[src/hdl/spnh_pkg.sv]
`timescale 1ns / 1ps
package spnh_pkg;

    localparam int COORD_BITS_DEF = 16;
    localparam int SHAPE_BITS_DEF = 8;

    typedef struct packed {
        logic first;
        logic last;
        logic last_shape;
    } t_flags;

endpackage

[src/hdl/spnh_if.sv]
`timescale 1ns / 1ps
interface spnh_in_if #(
    parameter int CW = spnh_pkg::COORD_BITS_DEF,
    parameter int SW = spnh_pkg::SHAPE_BITS_DEF
);
    logic              valid;
    logic              ready;
    logic signed [CW-1:0] origin_x;
    logic signed [CW-1:0] origin_y;
    logic signed [CW-1:0] end_x;
    logic signed [CW-1:0] end_y;
    logic signed [CW-1:0] corner_x;
    logic signed [CW-1:0] corner_y;
    logic              first_corner;
    logic              last_corner;
    logic              last_shape;
    logic [SW-1:0]     shape_index;

    modport source (
        output valid, origin_x, origin_y, end_x, end_y, corner_x, corner_y,
               first_corner, last_corner, last_shape, shape_index,
        input  ready
    );
    modport sink (
        input  valid, origin_x, origin_y, end_x, end_y, corner_x, corner_y,
               first_corner, last_corner, last_shape, shape_index,
        output ready
    );
endinterface


[src/hdl/spnh_front.sv]
`timescale 1ns / 1ps
module spnh_front #(
    parameter int CW = spnh_pkg::COORD_BITS_DEF,
    parameter int SW = spnh_pkg::SHAPE_BITS_DEF
) (
    input  logic                 i_clk,
    input  logic                 i_rst_n,
    spnh_in_if.sink              i_item,
    output logic                 o_q_valid,
    input  logic                 i_q_pop,
    output logic signed [CW-1:0] o_ox,
    output logic signed [CW-1:0] o_oy,
    output logic signed [CW-1:0] o_ex,
    output logic signed [CW-1:0] o_ey,
    output logic signed [CW-1:0] o_cx,
    output logic signed [CW-1:0] o_cy,
    output logic signed [CW-1:0] o_px,
    output logic signed [CW-1:0] o_py,
    output logic signed [CW-1:0] o_sx,
    output logic signed [CW-1:0] o_sy,
    output spnh_pkg::t_flags     o_flags,
    output logic [SW-1:0]        o_sidx
);
    import spnh_pkg::*;

    localparam int EW = 10 * CW + 3 + SW;

    logic [EW-1:0]        r_mem [2];
    logic                 r_wp;
    logic                 r_rp;
    logic [1:0]           r_cnt;
    logic signed [CW-1:0] r_prev_x;
    logic signed [CW-1:0] r_prev_y;
    logic signed [CW-1:0] r_start_x;
    logic signed [CW-1:0] r_start_y;
    logic signed [CW-1:0] w_sx;
    logic signed [CW-1:0] w_sy;
    logic [EW-1:0]        w_entry;
    logic                 w_push;

    // The start corner travels with every beat so that the closing edge
    // sees the corner stored by this beat when it is a first corner.
    assign w_sx = i_item.first_corner ? i_item.corner_x : r_start_x;
    assign w_sy = i_item.first_corner ? i_item.corner_y : r_start_y;
    assign i_item.ready = (r_cnt != 2'd2);
    assign w_push = i_item.valid && i_item.ready;
    assign w_entry = {i_item.origin_x, i_item.origin_y, i_item.end_x, i_item.end_y,
                      i_item.corner_x, i_item.corner_y, r_prev_x, r_prev_y, w_sx, w_sy,
                      i_item.first_corner, i_item.last_corner, i_item.last_shape,
                      i_item.shape_index};

    assign o_q_valid = (r_cnt != 2'd0);
    assign {o_ox, o_oy, o_ex, o_ey, o_cx, o_cy, o_px, o_py, o_sx, o_sy, o_flags, o_sidx}
        = r_mem[r_rp];

    always_ff @(posedge i_clk) begin
        if (w_push) begin
            r_mem[r_wp] <= w_entry;
        end
        if (!i_rst_n) begin
            r_wp      <= 1'b0;
            r_rp      <= 1'b0;
            r_cnt     <= 2'd0;
            r_prev_x  <= '0;
            r_prev_y  <= '0;
            r_start_x <= '0;
            r_start_y <= '0;
        end else begin
            if (w_push) begin
                r_wp     <= ~r_wp;
                r_prev_x <= i_item.corner_x;
                r_prev_y <= i_item.corner_y;
                r_start_x <= w_sx;
                r_start_y <= w_sy;
            end
            if (i_q_pop) begin
                r_rp <= ~r_rp;
            end
            r_cnt <= r_cnt + {1'b0, w_push} - {1'b0, i_q_pop};
        end
    end

endmodule

[src/flat_wrapper.sv]
// flat-port wrapper written by rule: the top's interface ports become plain ports
module spnh_front_flat import spnh_pkg::*;
#(
    parameter int CW = spnh_pkg::COORD_BITS_DEF,
    parameter int SW = spnh_pkg::SHAPE_BITS_DEF
)
  (i_clk, i_rst_n, o_q_valid, i_q_pop, o_ox, o_oy, o_ex, o_ey, o_cx, o_cy, o_px, o_py, o_sx, o_sy, o_flags, o_sidx, i_item_valid, i_item_origin_x, i_item_origin_y, i_item_end_x, i_item_end_y, i_item_corner_x, i_item_corner_y, i_item_first_corner, i_item_last_corner, i_item_last_shape, i_item_shape_index, i_item_ready);
  spnh_in_if #(.CW(CW), .SW(SW)) i_item_i ();
  input  logic i_clk;
  input  logic i_rst_n;
  output logic o_q_valid;
  input  logic i_q_pop;
  output logic signed [CW-1:0] o_ox;
  output logic signed [CW-1:0] o_oy;
  output logic signed [CW-1:0] o_ex;
  output logic signed [CW-1:0] o_ey;
  output logic signed [CW-1:0] o_cx;
  output logic signed [CW-1:0] o_cy;
  output logic signed [CW-1:0] o_px;
  output logic signed [CW-1:0] o_py;
  output logic signed [CW-1:0] o_sx;
  output logic signed [CW-1:0] o_sy;
  output spnh_pkg::t_flags o_flags;
  output logic [SW-1:0] o_sidx;
  input wire logic [$bits(i_item_i.valid)-1:0] i_item_valid;
  input wire logic [$bits(i_item_i.origin_x)-1:0] i_item_origin_x;
  input wire logic [$bits(i_item_i.origin_y)-1:0] i_item_origin_y;
  input wire logic [$bits(i_item_i.end_x)-1:0] i_item_end_x;
  input wire logic [$bits(i_item_i.end_y)-1:0] i_item_end_y;
  input wire logic [$bits(i_item_i.corner_x)-1:0] i_item_corner_x;
  input wire logic [$bits(i_item_i.corner_y)-1:0] i_item_corner_y;
  input wire logic [$bits(i_item_i.first_corner)-1:0] i_item_first_corner;
  input wire logic [$bits(i_item_i.last_corner)-1:0] i_item_last_corner;
  input wire logic [$bits(i_item_i.last_shape)-1:0] i_item_last_shape;
  input wire logic [$bits(i_item_i.shape_index)-1:0] i_item_shape_index;
  output wire logic [$bits(i_item_i.ready)-1:0] i_item_ready;
  assign i_item_i.valid = i_item_valid;
  assign i_item_i.origin_x = i_item_origin_x;
  assign i_item_i.origin_y = i_item_origin_y;
  assign i_item_i.end_x = i_item_end_x;
  assign i_item_i.end_y = i_item_end_y;
  assign i_item_i.corner_x = i_item_corner_x;
  assign i_item_i.corner_y = i_item_corner_y;
  assign i_item_i.first_corner = i_item_first_corner;
  assign i_item_i.last_corner = i_item_last_corner;
  assign i_item_i.last_shape = i_item_last_shape;
  assign i_item_i.shape_index = i_item_shape_index;
  assign i_item_ready = i_item_i.ready;
  spnh_front #(.CW(CW), .SW(SW)) u_core (.i_clk(i_clk), .i_rst_n(i_rst_n), .i_item(i_item_i), .o_q_valid(o_q_valid), .i_q_pop(i_q_pop), .o_ox(o_ox), .o_oy(o_oy), .o_ex(o_ex), .o_ey(o_ey), .o_cx(o_cx), .o_cy(o_cy), .o_px(o_px), .o_py(o_py), .o_sx(o_sx), .o_sy(o_sy), .o_flags(o_flags), .o_sidx(o_sidx));
endmodule
[config.mk]
export PLATFORM = sky130hd
export DESIGN_NAME = spnh_front_flat
export DESIGN_NICKNAME = d
export VERILOG_FILES = /design/src/hdl/spnh_pkg.sv /design/src/hdl/spnh_if.sv /design/src/hdl/spnh_front.sv /design/src/flat_wrapper.sv
export SDC_FILE = /design/constraint.sdc
export NUM_CORES = 1
export LEC_CHECK = 0
export BUFFER_PORTS_ARGS = -buffer_cell sky130_fd_sc_hd__buf_2
export CAP_MARGIN = 40
export CORE_UTILIZATION = 50
export DETAILED_ROUTE_END_ITERATION = 16
export PLACE_DENSITY = 0.81
export SETUP_SLACK_MARGIN = 0.5
export SLEW_MARGIN = 20
export SYNTH_ARGS = -nofsm -noshare
export SYNTH_HDL_FRONTEND = slang
export SYNTH_SLANG_ARGS = --single-unit
[constraint.sdc]
create_clock -name i_clk -period 7.5 [get_ports i_clk]
set_input_delay 0.75 -clock i_clk [delete_from_list [all_inputs] [get_ports i_clk]]
set_output_delay 0.75 -clock i_clk [all_outputs]
set_load 0.01 [all_outputs]
Word-level counts from Yosys, hierarchy flattened
Memories as Yosys holds them, arrays and structs flattened. A register that Yosys moved wholly into a read port is not among the register bits.
Cells that the tools add are included.
{ "word_totals": {"ram_bits": 342, "in_bits": 111, "n_memories": 1, "output_inout_bits": 173, "register_bits": 68, "word_cells": 21} }
{ "op_classes": {"n_addsub": 2, "reduce_logical": 2, "bitwise_logic": 2, "n_mux": 6, "n_eq_ne": 1} }
{ "mem_list": {"columns": ["name", "words", "width", "read_ports", "rd_ports_with_merged_regs", "write_ports", "line", "rtl"], "rows": [
  ["u_core.r_mem", 2, 171, 1, 1, 1, "spnh_front.sv:28", "logic [EW-1:0] r_mem [2];"]
]} }
{ "ops": {"columns": ["cell", "count"], "rows": [
  ["$mux W16", 2],
  ["$mux W1", 4],
  ["$add A2 B1 Y2", 1],
  ["$ne A2 B2 Y1 const B", 1],
  ["$not A1 Y1", 2],
  ["$reduce_bool A2 Y1", 1],
  ["$sub A2 B1 Y2", 1],
  ["$logic_and A1 B1 Y1", 1]
]} }

Depth between registers and ports, before layout
{ "logic_depth": {"ltp_word": 4, "mapped_depth": 7, "ltp_nobuf": 5} }

Least setup slack after synthesis
Ideal clock, no wire load.
{ "synth_path": {"kind": "input port to flip-flop", "start": "input i_item_valid", "end": "memory u_core.r_mem[0][0] in the netlist's numbering, enable pin", "t_arrival_ns": 7.486, "t_required_ns": 6.829, "path_stages": 3, "path_buffers": 1, "path_slack_ns": -0.658, "setup_time_ns": 0.671, "path_cell_list": "inv_2 -> buf_4 -> nor3_2"} }
{ "synth_between": {"elab_chain_len": 3} }
{ "synth_lines": {"columns": ["item", "line", "rtl"], "rows": [
  ["start, declared", "flat_wrapper.sv:25", "input wire logic [$bits(i_item_i.valid)-1:0] i_item_valid;"],
  ["$logic_and A1 B1 Y1", "spnh_front.sv:46", "assign w_push = i_item.valid && i_item.ready;"],
  ["$mux W1", "spnh_front.sv:57", "if (w_push) begin"],
  ["$mux W1 (not written as such)", "spnh_front.sv:58", "r_mem[r_wp] <= w_entry;"],
  ["end, declared", "spnh_front.sv:28", null]
]} }
No other way between the ends.

==> impl_results.md <==
* Clock sink count at 411
* Clock transition at the registers of the reported paths at 60 ps
* Min-delay src: i_item_shape_index[3]
* I/O Pins at 284
* CTS root buf: clkbuf_16
* Hpwl dp at 18700 um
* Pin count of the biggest net entering global routing at 157
* Setup violators final at 0
* Core Region at 31600 sq um
* Status: completed
* Async SR Flop Fraction at 0%
* Overall routing resource usage at 18.4%
* Top post-synthesis cells by count: edfxtp_1 (342), mux2_2 (173), dfxtp_1 (69)
* Req. time, crit path at 6750 ps
* Post-CTS sizing at 0
* Fraction of layout cells with a size suffix above 1 at 55.6%
* Area Growth Syn to Fin at 19.5%
* RSZ-0062 raised after global routing: false
* H-Tree Depth at 2
* Num CTS Buffers at 43
* PD cells at 295 nW/um^2
* Worst r2r src: u_core.r_cnt[1]
* Hold Path Sink: u_core.r_mem[0][3]
* Max frequency at 310 MHz
* Max IR drop VDD at 0.235 mV
* Fin. max-slew vios at 0
* Synth Cell Area at 16100 sq um
* Detailed Routing Iterations Pass 1 at 4
* CTS tree: done
* Predominant post-synthesis flop cell: edfxtp_1
* FF-to-FF End: u_core.r_mem[0][97]
* Setup_tns at 0 ps
* Mapped Cells at 886
* Hold_buf cts at 0
* First-pass GRT wire length at 47400 um
* Die width at 181 um
* GR Overflow Total at 0
* Slew @ Worst Pin at 1060 ps
* Drt drc at 0
* Final #Nets at 1286
* Initial DRC Count at 535
* Setup Buffers After CTS at 0
* R2R cell count at 6
* Worst path arrival time at 2480 ps
* Sequential share of the synthesized area at 72.4%
* Number of enable flip-flop cells after synthesis at 342
* Crit path launch type: flip-flop
* Wire length per cell at 19.4 um
* # port buffers at 283
* Crit Path Class: flip-flop to output port
* Final hold viol count at 0
* Final GP Congestion at 0.733
* Mean Syn Cell Area at 18.2 sq um
* Starting Density at 50.8%
* Hold depth at 1
* Worst slew margin at 29.4%
* Post-synth net total at 998
* Synth Register Bits at 411
* Ratio of final minimum period to clock period at 43.1%
* Area leader, netlist: edfxtp_1
* Top post-synthesis cells by area: edfxtp_1 (64%), mux2_2 (12%), dfxtp_1 (8.6%), mux2_4 (2.8%), nor3_2 (2.6%)
* Total routed wirelength at 31100 um
* MaxCap Viol Count at 0
* Final ANT Viol Nets at 0
* Hold WS at 415 ps
* Vias in the first global route at 8739
* Yosys warns at 0
* Leakage at 0.00702 uW
* Vias at 8677
* Most common cell in the synthesized netlist: edfxtp_1
* Row Count at 65
* Initial antenna violation count at 2
* Final Critical Period at 3230 ps
* R2R Setup Slk at 4570 ps
* Synth top area share at 63.8%
* Clock Tree Buf Depth at 3
* Drt via density at 5.40
* Die area at 32900 sq um
* Netlist cell types at 31
* Die height at 181 um
* Worst hold path type: input port to flip-flop
* Worst-path fanout max at 37
* Clk_skew at 24.3 ps
* Antenna diode count at 0
* Setup crit end kind: output port
* Worst skew pair latency at 530 ps
-- power breakdown --
part / total, uW / internal, uW / leakage (uW) / switching (uW)
clock network: 2040 / 1230 / 0.000664 / 810
logic: 838 / 354 / 0.00257 / 484
registers: 2800 / 2730 / 0.00379 / 67.0
-- flip-flops by register name, summed over array words and instances (netlist names), named ones only --
name / cells
u_core.r_wp: 1
u_core.r_start_x: 16
u_core.r_mem: 342
u_core.r_start_y: 16
u_core.r_cnt: 2
u_core.r_prev_y: 16
u_core.r_prev_x: 16
u_core.r_rp: 1
-- worst max path at each step --
stage          slack, ps          from                   end
2_1_floorplan       1920  i_item_valid    u_core.r_mem[1][0]
5_1_grt             4130     flip-flop               o_oy[2]
6_report            4270     flip-flop               o_oy[2]
4_1_cts             4240     flip-flop              o_sx[14]
3_3_place_gp        3770  i_item_valid  u_core.r_mem[0][124]
3_5_place_dp        4260  i_item_valid  u_core.r_mem[0][147]
-- layout make-up --
class                      count  area [sq um]
sequential                   411         11700
clock buffer                  58          1200
clock inverter                17           165
multi-input combinational    412          3950
fill                        2296         12400
tap                          402           503
inverter                       4          20.0
timing repair buffer         302          1730
-- cells in the final DEF (no fill, tap or decap), drive strengths merged --
cell / n
nor3b: 1
o21a: 1
clkinvlp: 2
edfxtp: 342
o211a: 1
o21ai: 34
dfxtp: 69
a21oi: 64
nor2b: 1
a21boi: 1
nand3: 32
nor2: 2
mux2: 203
clkbuf: 58
and3: 1
ha: 1
buf: 302
bufinv: 3
nor3: 66
inv: 2
nand2b: 1
or2: 1
clkinv: 14
xnor2: 2
-- metrics by stage --
stage	utilization, %	cells	total power, uW	area [sq um]	worst slack [ps]
finish	60.8	1606	5670	19200	4270
global route	60.8	1606	5900	19200	4130
CTS	60.8	1605	5730	19200	4240
detailed placement	56.4	1530	3690	17800	4260
global placement	55.7	1522	3630	17600	3770
floorplan	-	886	3410	16100	1920
-- kinds of logic after synthesis --
| group | after synthesis | synth area share (%) |
|---|---|---|
| AO/OA/AOI/OAI | 101 | 3.88 |
| adder cells (fa/ha/maj) | 1 | 0.0778 |
| XOR/XNOR | 2 | 0.109 |
| flip-flops | 411 | 72.4 |
| AND/OR/NAND/NOR | 105 | 5.52 |
| multiplexers | 203 | 14.9 |
| buffers and inverters | 63 | 3.07 |
-- worst max-delay path, stage by stage, from the launching register on --
cell     delay [ps]
dfxtp_4         600
buf_4           490
buf_12          280
mux2_2          380
buf_2           140
-- metal layers --
metal | global-route usage, % | routed length [um] | up-vias
met5 | 0 | 23 | -
met4 | 4.54 | 378 | 4
met3 | 4.31 | 2030 | 41
met2 | 30.9 | 15200 | 287
met1 | 24.3 | 13500 | 4342
li1 | - | - | 4003
Power figures use the tool's default switching activity.
