===== src/hdl/spnh_pkg.sv =====
`timescale 1ns / 1ps
package spnh_pkg;

    localparam int COORD_BITS_DEF = 16;
    localparam int SHAPE_BITS_DEF = 8;

    typedef struct packed {
        logic first;
        logic last;
        logic last_shape;
    } t_flags;

endpackage


===== src/hdl/spnh_if.sv =====


interface spnh_out_if #(
    parameter int CW = spnh_pkg::COORD_BITS_DEF,
    parameter int SW = spnh_pkg::SHAPE_BITS_DEF
);
    logic              valid;
    logic              ready;
    logic              hit_found;
    logic signed [CW-1:0] hit_x;
    logic signed [CW-1:0] hit_y;
    logic [SW-1:0]     hit_shape;

    modport source (output valid, hit_found, hit_x, hit_y, hit_shape, input ready);
    modport sink (input valid, hit_found, hit_x, hit_y, hit_shape, output ready);
endinterface


===== src/hdl/spnh_back.sv =====
`timescale 1ns / 1ps
module spnh_back #(
    parameter int CW = spnh_pkg::COORD_BITS_DEF,
    parameter int SW = spnh_pkg::SHAPE_BITS_DEF
) (
    input  logic                 i_clk,
    input  logic                 i_rst_n,
    input  logic                 i_q_valid,
    output logic                 o_q_pop,
    input  logic signed [CW-1:0] i_ox,
    input  logic signed [CW-1:0] i_oy,
    input  logic signed [CW-1:0] i_ex,
    input  logic signed [CW-1:0] i_ey,
    input  logic signed [CW-1:0] i_cx,
    input  logic signed [CW-1:0] i_cy,
    input  logic signed [CW-1:0] i_px,
    input  logic signed [CW-1:0] i_py,
    input  logic signed [CW-1:0] i_sx,
    input  logic signed [CW-1:0] i_sy,
    input  spnh_pkg::t_flags     i_flags,
    input  logic [SW-1:0]        i_sidx,
    spnh_out_if.source           o_res
);
    import spnh_pkg::*;

    localparam int DW  = CW + 1;
    localparam int ND  = 2 * CW + 4;
    localparam int H   = ND / 2;
    localparam int QB  = CW + 1;
    localparam int AW  = 2 * ND + 1;
    localparam int MW  = ND + H;
    localparam int STW = $clog2(QB + 1);

    typedef enum logic [3:0] {
        ST_IDLE, ST_DIFF, ST_MUL, ST_SIGN, ST_CHECK, ST_RCMP, ST_RDONE, ST_NEXT,
        ST_FIN, ST_PMUL, ST_PDIV, ST_PCHK, ST_CLEAR, ST_OUT
    } t_state;

    typedef enum logic {CTX_EDGE, CTX_FIN} t_ctx;

    t_state               r_state;
    t_ctx                 r_ctx;
    logic [STW-1:0]       r_step;
    logic signed [CW-1:0] r_ox, r_oy, r_ex, r_ey, r_cx, r_cy, r_px, r_py, r_sx, r_sy;
    t_flags               r_flags;
    logic [SW-1:0]        r_sidx;
    logic                 r_edge_b;
    logic signed [DW-1:0] r_dpx, r_dpy, r_qax, r_qay, r_qbx, r_qby;
    logic signed [ND-1:0] r_d, r_na, r_nb;
    logic [ND-1:0]        r_ra, r_rb, r_rc, r_re;
    logic signed [AW-1:0] r_acc;
    logic [ND-1:0]        r_snum, r_sden;
    logic                 r_sfound;
    logic [ND-1:0]        r_bnum, r_bden;
    logic                 r_bfound;
    logic [SW-1:0]        r_bshape;
    logic signed [CW-1:0] r_bpx, r_bpy;
    logic signed [CW-1:0] r_ptx, r_pty;
    logic                 r_k;
    logic [ND-1:0]        r_rem;
    logic [QB-1:0]        r_low;
    logic [QB-1:0]        r_q;
    logic [QB-1:0]        r_p0;
    logic                 r_out_valid;
    logic                 r_out_found;
    logic signed [CW-1:0] r_out_x, r_out_y;
    logic [SW-1:0]        r_out_shape;

    logic signed [CW-1:0]   w_ax, w_ay, w_bx, w_by;
    logic signed [DW-1:0]   w_ma, w_mb;
    logic signed [2*DW-1:0] w_sprod;
    logic signed [ND-1:0]   w_sprod_x;
    logic [ND-1:0]          w_ua;
    logic [H-1:0]           w_ub;
    logic [MW-1:0]          w_uprod;
    logic signed [AW-1:0]   w_term;
    logic signed [DW-1:0]   w_qx, w_qy, w_q;
    logic [DW-1:0]          w_mag;
    logic [ND:0]            w_trial, w_sub;
    logic                   w_ge;
    logic [DW:0]            w_ptx, w_pty;
    logic                   w_less;

    assign o_q_pop = (r_state == ST_IDLE) && i_q_valid;

    assign w_ax = r_edge_b ? r_cx : r_px;
    assign w_ay = r_edge_b ? r_cy : r_py;
    assign w_bx = r_edge_b ? r_sx : r_cx;
    assign w_by = r_edge_b ? r_sy : r_cy;

    always_comb begin
        case (r_step[2:0])
            3'd0: begin w_ma = r_qay; w_mb = r_qbx; end
            3'd1: begin w_ma = r_qby; w_mb = r_qax; end
            3'd2: begin w_ma = r_qbx; w_mb = r_dpy; end
            3'd3: begin w_ma = r_qby; w_mb = r_dpx; end
            3'd4: begin w_ma = r_qax; w_mb = r_dpy; end
            default: begin w_ma = r_qay; w_mb = r_dpx; end
        endcase
    end
    assign w_sprod   = w_ma * w_mb;
    assign w_sprod_x = ND'(w_sprod);

    assign w_qx  = DW'(r_ex) - DW'(r_ox);
    assign w_qy  = DW'(r_ey) - DW'(r_oy);
    assign w_q   = r_k ? w_qy : w_qx;
    assign w_mag = w_q[DW-1] ? DW'(-w_q) : DW'(w_q);

    always_comb begin
        if (r_state == ST_RCMP) begin
            case (r_step[1:0])
                2'd0: begin w_ua = r_ra; w_ub = r_re[H-1:0]; end
                2'd1: begin w_ua = r_ra; w_ub = r_re[ND-1:H]; end
                2'd2: begin w_ua = r_rc; w_ub = r_rb[H-1:0]; end
                default: begin w_ua = r_rc; w_ub = r_rb[ND-1:H]; end
            endcase
        end else begin
            w_ua = r_snum;
            w_ub = H'(w_mag);
        end
    end
    assign w_uprod = w_ua * w_ub;
    assign w_term  = r_step[0] ? (AW'(w_uprod) << H) : AW'(w_uprod);
    assign w_less  = r_acc[AW-1];

    assign w_trial = {r_rem, r_low[QB-1]};
    assign w_sub   = w_trial - {1'b0, r_sden};
    assign w_ge    = (w_trial >= {1'b0, r_sden});

    assign w_ptx = w_qx[DW-1] ? ((DW+1)'(r_ox) - {1'b0, r_p0})
                              : ((DW+1)'(r_ox) + {1'b0, r_p0});
    assign w_pty = w_qy[DW-1] ? ((DW+1)'(r_oy) - {1'b0, r_q})
                              : ((DW+1)'(r_oy) + {1'b0, r_q});

    assign o_res.valid     = r_out_valid;
    assign o_res.hit_found = r_out_found;
    assign o_res.hit_x     = r_out_x;
    assign o_res.hit_y     = r_out_y;
    assign o_res.hit_shape = r_out_shape;

    always_ff @(posedge i_clk) begin
        if (!i_rst_n) begin
            r_state     <= ST_IDLE;
            r_step      <= '0;
            r_snum      <= ND'(1);
            r_sden      <= ND'(1);
            r_sfound    <= 1'b0;
            r_bnum      <= ND'(1);
            r_bden      <= ND'(1);
            r_bfound    <= 1'b0;
            r_bshape    <= '0;
            r_bpx       <= '0;
            r_bpy       <= '0;
            r_out_valid <= 1'b0;
        end else begin
            if (r_out_valid && o_res.ready && (r_state != ST_OUT)) begin
                r_out_valid <= 1'b0;
            end
            case (r_state)
                ST_IDLE: begin
                    if (i_q_valid) begin
                        r_ox <= i_ox; r_oy <= i_oy; r_ex <= i_ex; r_ey <= i_ey;
                        r_cx <= i_cx; r_cy <= i_cy; r_px <= i_px; r_py <= i_py;
                        r_sx <= i_sx; r_sy <= i_sy;
                        r_flags <= i_flags;
                        r_sidx  <= i_sidx;
                        if (i_flags.first) begin
                            r_snum   <= ND'(1);
                            r_sden   <= ND'(1);
                            r_sfound <= 1'b0;
                        end
                        if (!i_flags.first) begin
                            r_edge_b <= 1'b0;
                            r_state  <= ST_DIFF;
                        end else if (i_flags.last) begin
                            r_edge_b <= 1'b1;
                            r_state  <= ST_DIFF;
                        end
                    end
                end
                ST_DIFF: begin
                    r_dpx  <= DW'(w_ax) - DW'(r_ox);
                    r_dpy  <= DW'(w_ay) - DW'(r_oy);
                    r_qax  <= DW'(r_ex) - DW'(r_ox);
                    r_qay  <= DW'(r_ey) - DW'(r_oy);
                    r_qbx  <= DW'(w_bx) - DW'(w_ax);
                    r_qby  <= DW'(w_by) - DW'(w_ay);
                    r_step <= '0;
                    r_state <= ST_MUL;
                end
                ST_MUL: begin
                    case (r_step[2:0])
                        3'd0: r_d  <= w_sprod_x;
                        3'd1: r_d  <= r_d - w_sprod_x;
                        3'd2: r_na <= w_sprod_x;
                        3'd3: r_na <= r_na - w_sprod_x;
                        3'd4: r_nb <= w_sprod_x;
                        default: r_nb <= r_nb - w_sprod_x;
                    endcase
                    r_step <= r_step + 1'b1;
                    if (r_step == STW'(5)) begin
                        r_state <= ST_SIGN;
                    end
                end
                ST_SIGN: begin
                    if (r_d < 0) begin
                        r_d  <= -r_d;
                        r_na <= -r_na;
                        r_nb <= -r_nb;
                    end
                    r_state <= ST_CHECK;
                end
                ST_CHECK: begin
                    if (r_d == 0 || r_na < 0 || r_nb < 0 || r_nb > r_d) begin
                        r_state <= ST_NEXT;
                    end else begin
                        r_ra    <= r_na;
                        r_rb    <= r_d;
                        r_rc    <= r_snum;
                        r_re    <= r_sden;
                        r_ctx   <= CTX_EDGE;
                        r_acc   <= '0;
                        r_step  <= '0;
                        r_state <= ST_RCMP;
                    end
                end
                ST_RCMP: begin
                    r_acc  <= r_step[1] ? (r_acc - w_term) : (r_acc + w_term);
                    r_step <= r_step + 1'b1;
                    if (r_step == STW'(3)) begin
                        r_state <= ST_RDONE;
                    end
                end
                ST_RDONE: begin
                    if (r_ctx == CTX_EDGE) begin
                        if (w_less) begin
                            r_snum   <= r_ra;
                            r_sden   <= r_rb;
                            r_sfound <= 1'b1;
                        end
                        r_state <= ST_NEXT;
                    end else begin
                        if (w_less) begin
                            r_bnum   <= r_snum;
                            r_bden   <= r_sden;
                            r_bfound <= 1'b1;
                            r_bshape <= r_sidx;
                            r_bpx    <= r_ptx;
                            r_bpy    <= r_pty;
                        end
                        r_state <= ST_CLEAR;
                    end
                end
                ST_NEXT: begin
                    if (r_edge_b) begin
                        r_state <= ST_FIN;
                    end else if (r_flags.last) begin
                        r_edge_b <= 1'b1;
                        r_state  <= ST_DIFF;
                    end else begin
                        r_state <= ST_IDLE;
                    end
                end
                ST_FIN: begin
                    r_k     <= 1'b0;
                    r_state <= r_sfound ? ST_PMUL : ST_CLEAR;
                end
                ST_PMUL: begin
                    r_rem   <= w_uprod[QB+ND-1:QB];
                    r_low   <= w_uprod[QB-1:0];
                    r_step  <= '0;
                    r_state <= ST_PDIV;
                end
                ST_PDIV: begin
                    r_rem  <= w_ge ? w_sub[ND-1:0] : w_trial[ND-1:0];
                    r_low  <= r_low << 1;
                    r_q    <= {r_q[QB-2:0], w_ge};
                    r_step <= r_step + 1'b1;
                    if (r_step == STW'(QB - 1)) begin
                        if (!r_k) begin
                            r_k     <= 1'b1;
                            r_state <= ST_PMUL;
                        end else begin
                            r_state <= ST_PCHK;
                        end
                    end
                    if (r_step == STW'(QB - 1) && !r_k) begin
                        r_p0 <= {r_q[QB-2:0], w_ge};
                    end
                end
                ST_PCHK: begin
                    r_ptx <= w_ptx[CW-1:0];
                    r_pty <= w_pty[CW-1:0];
                    if (!w_ptx[DW] && !w_pty[DW]) begin
                        r_ra    <= r_snum;
                        r_rb    <= r_sden;
                        r_rc    <= r_bnum;
                        r_re    <= r_bden;
                        r_ctx   <= CTX_FIN;
                        r_acc   <= '0;
                        r_step  <= '0;
                        r_state <= ST_RCMP;
                    end else begin
                        r_state <= ST_CLEAR;
                    end
                end
                ST_CLEAR: begin
                    r_snum   <= ND'(1);
                    r_sden   <= ND'(1);
                    r_sfound <= 1'b0;
                    r_state  <= r_flags.last_shape ? ST_OUT : ST_IDLE;
                end
                ST_OUT: begin
                    if (!r_out_valid || o_res.ready) begin
                        r_out_valid <= 1'b1;
                        r_out_found <= r_bfound;
                        r_out_x     <= r_bfound ? r_bpx : r_ex;
                        r_out_y     <= r_bfound ? r_bpy : r_ey;
                        r_out_shape <= r_bfound ? r_bshape : '0;
                        r_bnum      <= ND'(1);
                        r_bden      <= ND'(1);
                        r_bfound    <= 1'b0;
                        r_bshape    <= '0;
                        r_bpx       <= '0;
                        r_bpy       <= '0;
                        r_state     <= ST_IDLE;
                    end
                end
                default: r_state <= ST_IDLE;
            endcase
        end
    end

endmodule


===== src/flat_wrapper.sv =====
// flat-port wrapper written by rule: the top's interface ports become plain ports
module spnh_back_flat import spnh_pkg::*;
#(
    parameter int CW = spnh_pkg::COORD_BITS_DEF,
    parameter int SW = spnh_pkg::SHAPE_BITS_DEF
)
  (i_clk, i_rst_n, i_q_valid, o_q_pop, i_ox, i_oy, i_ex, i_ey, i_cx, i_cy, i_px, i_py, i_sx, i_sy, i_flags, i_sidx, o_res_valid, o_res_hit_found, o_res_hit_x, o_res_hit_y, o_res_hit_shape, o_res_ready);
  spnh_out_if #(.CW(CW), .SW(SW)) o_res_i ();
  input  logic i_clk;
  input  logic i_rst_n;
  input  logic i_q_valid;
  output logic o_q_pop;
  input  logic signed [CW-1:0] i_ox;
  input  logic signed [CW-1:0] i_oy;
  input  logic signed [CW-1:0] i_ex;
  input  logic signed [CW-1:0] i_ey;
  input  logic signed [CW-1:0] i_cx;
  input  logic signed [CW-1:0] i_cy;
  input  logic signed [CW-1:0] i_px;
  input  logic signed [CW-1:0] i_py;
  input  logic signed [CW-1:0] i_sx;
  input  logic signed [CW-1:0] i_sy;
  input  spnh_pkg::t_flags i_flags;
  input  logic [SW-1:0] i_sidx;
  output wire logic [$bits(o_res_i.valid)-1:0] o_res_valid;
  output wire logic [$bits(o_res_i.hit_found)-1:0] o_res_hit_found;
  output wire logic [$bits(o_res_i.hit_x)-1:0] o_res_hit_x;
  output wire logic [$bits(o_res_i.hit_y)-1:0] o_res_hit_y;
  output wire logic [$bits(o_res_i.hit_shape)-1:0] o_res_hit_shape;
  input wire logic [$bits(o_res_i.ready)-1:0] o_res_ready;
  assign o_res_valid = o_res_i.valid;
  assign o_res_hit_found = o_res_i.hit_found;
  assign o_res_hit_x = o_res_i.hit_x;
  assign o_res_hit_y = o_res_i.hit_y;
  assign o_res_hit_shape = o_res_i.hit_shape;
  assign o_res_i.ready = o_res_ready;
  spnh_back #(.CW(CW), .SW(SW)) u_core (.i_clk(i_clk), .i_rst_n(i_rst_n), .i_q_valid(i_q_valid), .o_q_pop(o_q_pop), .i_ox(i_ox), .i_oy(i_oy), .i_ex(i_ex), .i_ey(i_ey), .i_cx(i_cx), .i_cy(i_cy), .i_px(i_px), .i_py(i_py), .i_sx(i_sx), .i_sy(i_sy), .i_flags(i_flags), .i_sidx(i_sidx), .o_res(o_res_i));
endmodule

===== config.mk =====
export PLATFORM = sky130hd
export DESIGN_NAME = spnh_back_flat
export DESIGN_NICKNAME = d
export VERILOG_FILES = /design/src/hdl/spnh_pkg.sv /design/src/hdl/spnh_if.sv /design/src/hdl/spnh_back.sv /design/src/flat_wrapper.sv
export SDC_FILE = /design/constraint.sdc
export NUM_CORES = 2
export LEC_CHECK = 0
export BUFFER_PORTS_ARGS = -buffer_cell sky130_fd_sc_hd__buf_2
export CORE_MARGIN = 2
export CORE_UTILIZATION = 53
export DETAILED_ROUTE_END_ITERATION = 8
export MAX_ROUTING_LAYER = met4
export PLACE_DENSITY = 0.69
export RECOVER_POWER = 25
export SLEW_MARGIN = 25
export SYNTH_ARGS = -nofsm -noshare
export SYNTH_HDL_FRONTEND = slang
export SYNTH_SLANG_ARGS = --single-unit

===== constraint.sdc =====
create_clock -name i_clk -period 16.49 [get_ports i_clk]
set_input_delay 1.649 -clock i_clk [delete_from_list [all_inputs] [get_ports i_clk]]
set_output_delay 1.649 -clock i_clk [all_outputs]
set_load 0.02 [all_outputs]

* Yosys cells after proc, flatten, opt, wreduce, memory -nomap -nowiden
Index checks and enable logic that the tools add are counted.
W data, S select, Z words.
** Word-level totals
- Output and inout port bits :: 43
- Bits in read-only memories :: 0
- Register bits :: 956
- Latch bits :: 0
- Memories kept :: 0
- Bits of input ports :: 175
- Bits in writable memories :: 0
** Cells by class
- Multiplexer cells :: 112
- Multiply operators :: 2
- Bitwise logic cells :: 0
- Divide/modulo/power cells :: 0
- Equality and inequality tests :: 39
- Order comparisons :: 5
- $add $sub $neg :: 21
- Reduce and logical (&&, ||, !) cells :: 50
- Shift-type cells :: 0
** Operators by type and width (number)
- $pmux W36 S2 :: 13
- $mux W36 :: 25
- $mux W73 :: 3
- $pmux W73 S3 :: 1
- $pmux W36 S3 :: 2
- $mux W16 :: 11
- $lt A36 B1 Y1 const B :: 3
- $neg A36 Y36 :: 3
- $sub A36 B34 Y36 :: 3
- $pmux W17 S3 :: 2
- $sub A16 B16 Y17 :: 6
- $add A73 B73 Y73 :: 1
- $sub A73 B73 Y73 :: 1
- $mux W72 :: 1
- $pmux W16 S2 :: 2
- $pmux W4 S14 :: 1
- $mul A36 B18 Y54 :: 1
- $mux W18 :: 3
- $pmux W18 S3 :: 1
- $mux W4 :: 11
- $ge A37 B36 Y1 :: 1
- $add A18 B17 Y18 :: 2
- $gt A36 B36 Y1 :: 1
- $logic_not A36 Y1 :: 1
- other kinds (49) :: 130

* Logic depth before layout (Yosys ltp)
- Word-level depth :: 10
- Gate-level depth with buffers :: 63
- Gate-level depth less buffers :: 60

* Worst setup path after synthesis
OpenSTA, ideal clock, no wires.
- Path kind :: flip-flop to flip-flop
- Start point :: register u_core.r_step[0]
- End point :: register u_core.r_acc[67], data pin
- Buffers on the path :: 14
- Setup slack :: 2929 ps
- Clock period less this slack :: 13561 ps
- Arrival :: 13295 ps
- Setup time :: 266 ps
- Data required time :: 16224 ps
- Cell stages (with the launch flop) :: 60
- Path through :: dfxtp_1 > clkbuf_1 > inv_1 > clkbuf_1 > clkbuf_1 > buf_1 > clkbuf_1 > clkbuf_1 > clkbuf_1 > clkbuf_1 > ha_1 > buf_2 > clkbuf_1 > clkbuf_1 > a222oi_1 > nand2_1 > o211ai_1 > o21ai_1 > [24 not listed] > nand4_2 > nor2_1 > nor2_1 > xnor2_1 > ha_1 > clkbuf_1 > a21o_1 > a21o_1 > a21oi_1 > o21ai_0 > a221o_1 > a21oi_1 > o2111ai_1 > a41oi_1 > o21ai_0 > a21boi_0 > xor2_1 > nor2_1
** On the way
- Cells in the longest elaborated chain, start to end :: 9
- Elaborated cells between the ends (all ways) :: 14
- Those cells by class :: add/sub: 2; mul: 1; eq/ne: 2; mux: 7; reduce/logical: 2
** RTL lines
- start, declared :: line spnh_back.sv:43 : logic [STW-1:0] r_step;
- start signal, assigned :: line spnh_back.sv:200 : r_step <= r_step + 1'b1;
- start signal, assigned :: line spnh_back.sv:229 : r_step <= r_step + 1'b1;
- start signal, assigned :: line spnh_back.sv:278 : r_step <= r_step + 1'b1;
- $eq A2 B1 Y1 or $logic_not A2 Y1 (tied branches) :: line spnh_back.sv:111 : case (r_step[1:0])
- $reduce_or A2 Y1 (no source line)
- $mux W36 :: line spnh_back.sv:111
- $mux W36 :: line spnh_back.sv:110 : if (r_state == ST_RCMP) begin
- $mul A36 B18 Y54 :: line spnh_back.sv:122 : assign w_uprod = w_ua * w_ub;
- $mux W72 (*) :: line spnh_back.sv:123 : assign w_term = r_step[0] ? (AW'(w_uprod) << H) : AW'(w_uprod);
- $add A73 B73 Y73 or $sub A73 B73 Y73 (tied branches) :: line spnh_back.sv:228 : r_acc <= r_step[1] ? (r_acc - w_term) : (r_acc + w_term);
- $mux W73 (*) :: line spnh_back.sv:228
- $pmux W73 S3 (*) :: line spnh_back.sv:159 : case (r_state)
- end signal, assigned :: line spnh_back.sv:228
- end, declared :: line spnh_back.sv:51 : logic signed [AW-1:0] r_acc;
Mark *: on every way between the ends. The rest lies on a longest branch, timed or not.
A chain may end at the register's enable or synchronous reset.

* Worst setup path after layout
- Start point :: register u_core.r_ey[0]
- End point :: register u_core.r_acc[72], data pin
** On the way
- Cells in the longest elaborated chain, start to end :: 10
- Elaborated cells between the ends (all ways) :: 11
- Those cells by class :: add/sub: 4; mul: 1; mux: 6
** RTL lines
- start, declared :: line spnh_back.sv:44 : logic signed [CW-1:0] r_ox, r_oy, r_ex, r_ey, r_cx, r_cy, r_px, r_py, r_sx, r_sy;
- start signal, assigned :: line spnh_back.sv:162 : r_ox <= i_ox; r_oy <= i_oy; r_ex <= i_ex; r_ey <= i_ey;
- $sub A16 B16 Y17 (*) :: line spnh_back.sv:105 : assign w_qy = DW'(r_ey) - DW'(r_oy);
- $mux W17 (*) :: line spnh_back.sv:106 : assign w_q = r_k ? w_qy : w_qx;
- $neg A17 Y17 :: line spnh_back.sv:107 : assign w_mag = w_q[DW-1] ? DW'(-w_q) : DW'(w_q);
- $mux W17 (*) :: line spnh_back.sv:107
- $mux W18 (*) :: line spnh_back.sv:110
- $mul A36 B18 Y54 (*) :: line spnh_back.sv:122
- $mux W72 (*) :: line spnh_back.sv:123
- $add A73 B73 Y73 or $sub A73 B73 Y73 (tied branches) :: line spnh_back.sv:228
- $mux W73 (*) :: line spnh_back.sv:228
- $pmux W73 S3 (*) :: line spnh_back.sv:159
Marks and branches as above.

==> flow_summary.toml <==
[setup_path]
start_kind = "flip-flop"
cp_max_fo = 14
cpPeakStageDelay_ns = 0.95
cp_num_buf_inv = 8
setup.worst_path.end_class = "flip-flop"
critical_path_class = "flip-flop to flip-flop"
path_delay_family = "compound AO/OA/AOI/OAI gates"
r2r_setup_slack_ns = 0.80
required_ns = 17.01
crit_path_top_delay_cell = "a211oi_1"
crit_arrival_ns = 16.21

[routing]
antenna_left = 0
firstDrtPassIters = 9
vias_per_cell = 5.98
drtIter0Drc = 7320
wl_um = 290000
wire_per_inst_um = 22.7
route.detailed.drc = 1
num_vias = 76356

[cells_and_area]
largest_reg_flops = 73
drive_gt1_share_pct = 7.33
nNetsFinal = 11973
regMostFlops = "u_core.r_acc"
area_growth_pct = 8.35

[sta]
setup_violations = 0
relSlewSlack_pct = -143
tns_ns = 0
skew_ns = 0.0998
rsz0062_at_grt = "no"
worst_pin_slew_ns = 3.65
period_share_pct = 95.1
finalCriticalPeriod_ns = 15.69
max_freq_mhz = 63.7
finalHoldViolCount = 0
maxSlewViolCount = 388

[placement]
port_buffers = 217
place_congestion = 1.02
post-dp-hpwl_um = 223000

[yosys]
syn_inst = 10310
syn_nets = 11944
synth.top_cells.by_count = "nand2_1 (1,581), inv_1 (1,299), fa_1 (853), edfxtp_1 (760), a21oi_1 (719)"
synth_cell_types = 109
synth_ff_type = "edfxtp_1"
synthTopCellsByArea = "edfxtp_1 (25%), fa_1 (18%), ha_1 (8.2%)"
netlist.area_leader.share_pct = 24.6
yosysMostFrequentCell = "nand2_1"
yosysWarnings = 0
ys_ff_latch = 956
syn_avg_cell_area_um2 = 8.98
synth_edf_count = 760
ys_seq_area_share_pct = 28.9
syn_area_um2 = 92600
synth_area_leader_cell = "edfxtp_1"
async_flop_share_pct = 0

[clock_network]
post_cts_buffers = 0
htree_levels = 3
cts.sinks = 956
numCtsBuffers = 106
clock_path_buffers = 3
clk_pin_slew_ns = 0.07
clock_latency_ns = 0.82
cts_tree = "built"
clockRootBuffer = "clkbuf_16"
cts_resized = 0
postCtsHoldBufs = 0

[run_status]
status = "finished, violations left"
violations = "DRC, capacitance limit, slew limit"

[floorplanning]
core-area_um2 = 174000
pin_count = 218
die_height_um = 422
die-area_um2 = 178000
rows = 153
die_w_um = 422
start_util_pct = 53.3

[grt]
antenna_found_initial = 4
grt_pass1_wl_um = 448000
track_usage_pct = 33.2
grt_max_degree = 177
grt_pass1_vias = 76582
overflow = 0

[job]
drv_cap = 9

[hold_path]
hold_class = "flip-flop to flip-flop"
logic make-up after synthesis:
group,after synthesis,share of synthesized area [%]
AO/OA/AOI/OAI,2077,14.0
XOR/XNOR,523,4.95
adder cells (fa/ha/maj),1459,26.6
buffers and inverters,1779,7.25
flip-flops,956,28.9
multiplexers,189,2.13
AND/OR/NAND/NOR,3327,16.1
per-layer routing:
metal  vias to the layer above  track usage [%]  part of all wire, %
met5                         -                -                    0
met4                         0             19.3                  6.6
met3                       718             4.14                  7.3
met2                      3411             51.5                   46
met1                     37503             42.1                   40
li1                      34724                -                    -
per-stage QoR:
step                      worst slack [ns]  utilization, %  area [µm²]  std cells  hold slack [ns]
after floorplan                       2.93               -       92600      10310            0.406
after global placement               0.859            55.5       96500      12551            0.450
after detailed placement              1.12            55.6       96600      12555            0.455
after CTS                             1.06            57.8      100000      12754            0.432
after global routing                0.0733            57.7      100000      12759            0.474
final                                0.803            57.7      100000      12759            0.448
worst paths after layout:
check,cells past startpoint,start,to
max,58,u_core.r_ey[0],u_core.r_acc[72]
min,2,u_core.r_sden[16],u_core.r_bden[16]
max reg2reg,58,u_core.r_ey[0],u_core.r_acc[72]
min reg2reg,2,u_core.r_sden[16],u_core.r_bden[16]
cells in the final DEF (no fill, tap or decap), drive strengths merged, types with 44 or more instances in the layout:
cell type | netlist | routed
nand2 | 1581 | 1581
inv | 1299 | 1309
fa | 853 | 853
edfxtp | 760 | 760
a21oi | 721 | 721
nor2 | 691 | 691
ha | 606 | 606
o21ai | 484 | 485
buf | 65 | 373
xnor2 | 319 | 319
nand3 | 268 | 268
a21o | 206 | 206
xor2 | 204 | 204
dfxtp | 196 | 196
clkbuf | 413 | 167
nor3 | 127 | 127
and2 | 125 | 125
mux2i | 122 | 122
nand2b | 116 | 116
nor2b | 105 | 105
a211oi | 99 | 99
o21a | 68 | 68
mux2 | 67 | 67
nand4 | 61 | 61
or3 | 57 | 57
a21boi | 57 | 57
a31oi | 56 | 56
and3 | 52 | 52
o21bai | 51 | 51
nor4 | 47 | 47
o31ai | 44 | 44
worst reg2reg max path, delay by kind of cell (launching register included):
kind / cells / cell delay, ns
adder cells (fa/ha/maj): 10 / 4.17
AND/OR/NAND/NOR: 10 / 1.73
AO/OA/AOI/OAI: 26 / 7.21
XOR/XNOR: 2 / 0.59
multiplexers: 2 / 0.69
flip-flops: 1 / 0.36
buffers and inverters: 8 / 0.67
area by class of cell:
type	instances	area, µm²
fill	15447	73500
multi-input combinational	7576	59600
sequential	956	26800
inverter	1301	4890
clock buffer	142	3040
tap	2325	2910
timing repair buffer	398	2430
clock inverter	57	733
antenna	4	10.0
Power is not shown: default switching activity piles up to over one toggle a cycle in this logic, so the estimate is an artifact.
